--- src/video_register_port_scroll_macros.svh ---
// ----------------------------------------------------------------------------
// Assertion macros for the video register port
// Concurrent checks clocked on clk and disabled while rst_n is low.
// ----------------------------------------------------------------------------
`ifndef VIDEO_REGISTER_PORT_SCROLL_MACROS_SVH
`define VIDEO_REGISTER_PORT_SCROLL_MACROS_SVH

// Consequent checked in the same cycle as the antecedent.
`define VRPS_ASSERT_SAME(lbl, ante, cons, msg) \
  lbl: assert property (@(posedge clk) disable iff (!rst_n) (ante) |-> (cons)) \
    else $error(msg);

// Consequent checked in the cycle after the antecedent.
`define VRPS_ASSERT_NEXT(lbl, ante, cons, msg) \
  lbl: assert property (@(posedge clk) disable iff (!rst_n) (ante) |=> (cons)) \
    else $error(msg);

`endif

--- src/vrps_ram.sv ---
// ----------------------------------------------------------------------------
// vrps_ram
// Single-port synchronous RAM, one access per cycle, registered read data.
// ----------------------------------------------------------------------------
module vrps_ram #(
  parameter int WIDTH = 8,
  parameter int DEPTH = 256
) (
  input  logic                     clk,
  input  logic                     we,
  input  logic [$clog2(DEPTH)-1:0] addr,
  input  logic [WIDTH-1:0]         wdata,
  output logic [WIDTH-1:0]         rdata
);

  logic [WIDTH-1:0] mem [DEPTH];

  always_ff @(posedge clk) begin
    if (we) begin
      mem[addr] <= wdata;
    end
    rdata <= mem[addr];
  end

endmodule

--- config.mk ---
export PLATFORM = sky130hd
export DESIGN_NAME = vrps_ram
export DESIGN_NICKNAME = d
export VERILOG_FILES = /design/src/video_register_port_scroll_macros.svh /design/src/vrps_ram.sv
export SDC_FILE = /design/constraint.sdc
export NUM_CORES = 2
export LEC_CHECK = 0
export BUFFER_PORTS_ARGS = -buffer_cell sky130_fd_sc_hd__buf_4
export CORE_MARGIN = 2
export CORE_UTILIZATION = 40
export DETAILED_ROUTE_END_ITERATION = 10
export PLACE_DENSITY = 0.62
export SYNTH_ARGS = -nofsm -noshare
export SYNTH_HDL_FRONTEND = slang
export SYNTH_SLANG_ARGS = --single-unit
--- constraint.sdc ---
create_clock -name clk -period 2.7 [get_ports clk]
set_input_delay 0.135 -clock clk [delete_from_list [all_inputs] [get_ports clk]]
set_output_delay 0.135 -clock clk [all_outputs]
set_load 0.05 [all_outputs]
# [Word level (Yosys, flattened, before mapping)]
# Memories as Yosys holds them, arrays and structs flattened. A register that Yosys moved wholly into a read port is not among the register bits.
# Cells that the tools add are included.
[word_totals] wordCells=3 rom_bits=0 mem_bits_rw=2048 latchBits=0 regBits=0 out_inout_bits=8 n_memories=1 inputBits=18
[mem_list] name="mem" words=256 width=8 read_ports=1 rd_ports_with_merged_regs=1 wr=1 line_no="vrps_ram.sv:16" source="logic [WIDTH-1:0] mem [DEPTH];"
[op_classes] add_sub_neg=0 n_reduce_logical=0 n_lt_le_gt_ge=0 muxes=2 n_div=0 n_shift=0 bitwise=0 multipliers=0 eq_ne=0
[ops] operator="$mux W1" count=2

# [Logic depth before layout (Yosys ltp)]
[logic_depth] word_depth=2 ltp_mapped=10 depth_no_buf=5

# [Least setup slack after synthesis]
# No wires, ideal clock.
[synth_path] path_type="input-to-reg" from="input port addr[1]" to="memory mem[111][0], enable pin" required_ns=2.330 setup_time_ns=0.370 arrival_time_ns=1.984 slack_ns=0.346 path_stages=9 path_buffers=5 path_cell_list="buf_2 clkbuf_1 clkbuf_1 nand2_1 buf_2 nor2_1 nand2_1 clkbuf_1 nor2_1"
[synth_rtl] item="from (decl)" line_no="vrps_ram.sv:11" source="input logic [$clog2(DEPTH)-1:0] addr,"
[synth_rtl] item="to (decl)" line_no="vrps_ram.sv:16"
# Straight into the memory's write port.

==> results.ini <==
[status]
status=finished, final reports clean

[route]
avgRoutedWirePerCell_um=27.87
viasPerCell=5.627
finalWirelength_mm=192.8
vias=38928
final_antenna_net_count=0
drt-initial-drc-count=4199
dr.pass1.iters=5
drc_errors=0

[timing]
hold_viol=0
max_slew.worst_pin.slew_ns=0.8853
rsz0062_at_grt=no
setup_viol=0
fin_ws_ns=0.1350
slew_viol_final=0
fin_skew_ns=0.03975
fmax_mhz=389.9
layout_min_cycle_time_ns=2.565
layout_worst_path_cycle_share=0.9500
setup_tns_ns=0
slew-limit-headroom=0.4098

[cts]
cts_buffer_depth=3
clk_pin_slew_ns=0.06
cts.sinks=2056
cts_buffers=201
clk_latency_ns=0.84
root_buffer=clkbuf_16
htree_levels=4
cts_tree=done

[floorplanning]
fp.coreArea_mm2=0.1950
start_util=0.4025
rows=162
die_h_um=447.0
io_pins=26
die-area_mm2=0.1998
fp.dieW_um=447.0

[worst_setup_path]
slowest_delay_ns=0.75
crit_arrival_ns=3.28
cp.required_ns=3.41
end_kind=flop
path_delay_family=compound AO/OA/AOI/OAI gates
path_cells=mux4_2 -> a22oi_1 -> a21oi_1 -> o41ai_1 -> buf_4 -> nand4_1
cp_slowest_cell=o41ai_1
crit_buf_inv=1
critical_path_class=reg -> reg
critPathLaunchType=flop
critPathMaxFanout=1

[pwr]
power_density_mw_per_mm2=712.6
irDropWorstVdd_v=0.0005212
leakage_nw=29.28

[logic_synthesis]
synthFlopType=edfxtp_1
syn_inst=3547
syn_area_per_cell_um2=22.13
synth_nets=3565
synth_warnings=0
synth_edf_count=2048
async_flop_share=0
ys_ff_latch=2056
seq_area_frac_synth=0.7855
synth_cell_type_count=22
syn_area_mm2=0.07849

[global_route]
antenna_found_initial=4
track_usage=0.1933
grt_pass1_vias=39729
grt_first_pass_wirelength_mm=279.6
grt_start_max_net_pins=114
overflow=0

[placement]
placed_cells=6531
hpwl_mm=120.5
dp_slack_ns=-0.8617
place.gp.congestion=0.8261
port_buffers=25

[hold_path]
hold_path_class=in -> reg

[cells_and_area]
syn2layout_area_growth_pct=18.35
ff_latch_area_mm2=0.06166
drive_above_1_share=0.3295
final-instance-count-excl-fill=6918
nets=4138
multi_input_area_mm2=0.01586
fillers=15819

[job]
cap_violations=0

[sequential cells by signal (all words and copies together) (netlist names)]
register and flops:
mem 2048, rdata 8
[timing repair]
action | in CTS | in global routing
resized for setup | 7 | 1
buffers inserted | 0 | 0
pin swaps | 0 | 0
hold buffers | 10 | 0
hold endpoints to repair | 948 | 0
setup endpoints to repair | 4 | 1
[synth_stat cells (13+ instances only)]
master | n | area (µm²)
buf_4 | 16 | 120.1
a22oi_1 | 256 | 1922
buf_2 | 36 | 180.2
nor3_1 | 30 | 150.1
edfxtp_1 | 2048 | 61500
nor2_1 | 232 | 870.8
buf_1 | 19 | 71.32
mux4_2 | 512 | 11530
a21oi_1 | 128 | 640.6
clkbuf_1 | 145 | 544.3
buf_6 | 16 | 180.2
nand2_1 | 28 | 105.1
nand3_1 | 13 | 65.06
o41ai_1 | 32 | 280.3
[stage by stage]
step                utilization  power (mW)  instance area [µm²]  hold slack, ns
floorplan                     -       37.51                78490          0.2339
global placement         0.4421       39.26                86200          0.5804
detailed placement       0.4421       39.29                86200          0.5899
CTS                      0.4763       66.76                92880        0.002020
global route             0.4764       68.06                92890         0.03423
finish                   0.4764       66.20                92900         0.07098
[cells by family after synthesis]
group           Yosys count  share of synthesized area
compound gates          416                    0.03622
simple gates            330                    0.01733
flops                  2056                     0.7855
mux                     512                     0.1469
buf+inv                 233                    0.01401
[layout by cell type, fill, tap and decap left out, drive strengths merged, types with 13 or more instances in the layout]
cell and count:
edfxtp 2048, buf 592, mux4 512, clkbuf 259, a22oi 256, nor2 232
a21oi 128, clkinv 86, o41ai 32, nor3 30, nand2 28, bufinv 14
nand3 13
[final cells by class]
type | instances | share of cell area
clock inverters | 115 | 0.01125
flip-flops and latches | 2056 | 0.6637
well taps | 2624 | 0.03534
clock buffers | 259 | 0.05902
multi-input cells | 1258 | 0.1707
diodes | 3 | 0.00008081
repair buffers | 602 | 0.05983
inverters | 1 | 0.00004041
[where the power goes]
part,switching [mW],internal (mW),leakage [nW]
clock,11.9,15.7,3.19
sequential,0.0613,35.2,18.5
combinational,2.05,1.30,7.62
[routing by layer]
| metal | share of wire | track usage |
|---|---|---|
| met4 | 0.033 | 0.06483 |
| met5 | 0 | 0 |
| met3 | 0.067 | 0.03395 |
| met2 | 0.49 | 0.3107 |
| met1 | 0.41 | 0.2682 |
[worst reg2reg max path: cells and delay by family (launching register included)]
family                 cells  cell delay [ns]
AOI/OAI and AO/OA          3             1.29
DFF                        1             0.36
buffers and inverters      1             0.25
muxes                      1             0.47
and+or+nand+nor            1             0.09
[final timing paths]
| check | start | to | slack [ns] | cells past startpoint |
|---|---|---|---|---|
| worst max-delay path | mem[79][7] | rdata[7] | 0.14 | 6 |
| worst min-delay path | we | mem[184][0] | 0.07 | 4 |
| worst max register to register | mem[79][7] | rdata[7] | 0.14 | 6 |
| worst min register to register | mem[4][0] | rdata[0] | 1.03 | 5 |
Note: power is estimated with default switching activity, not from simulation.
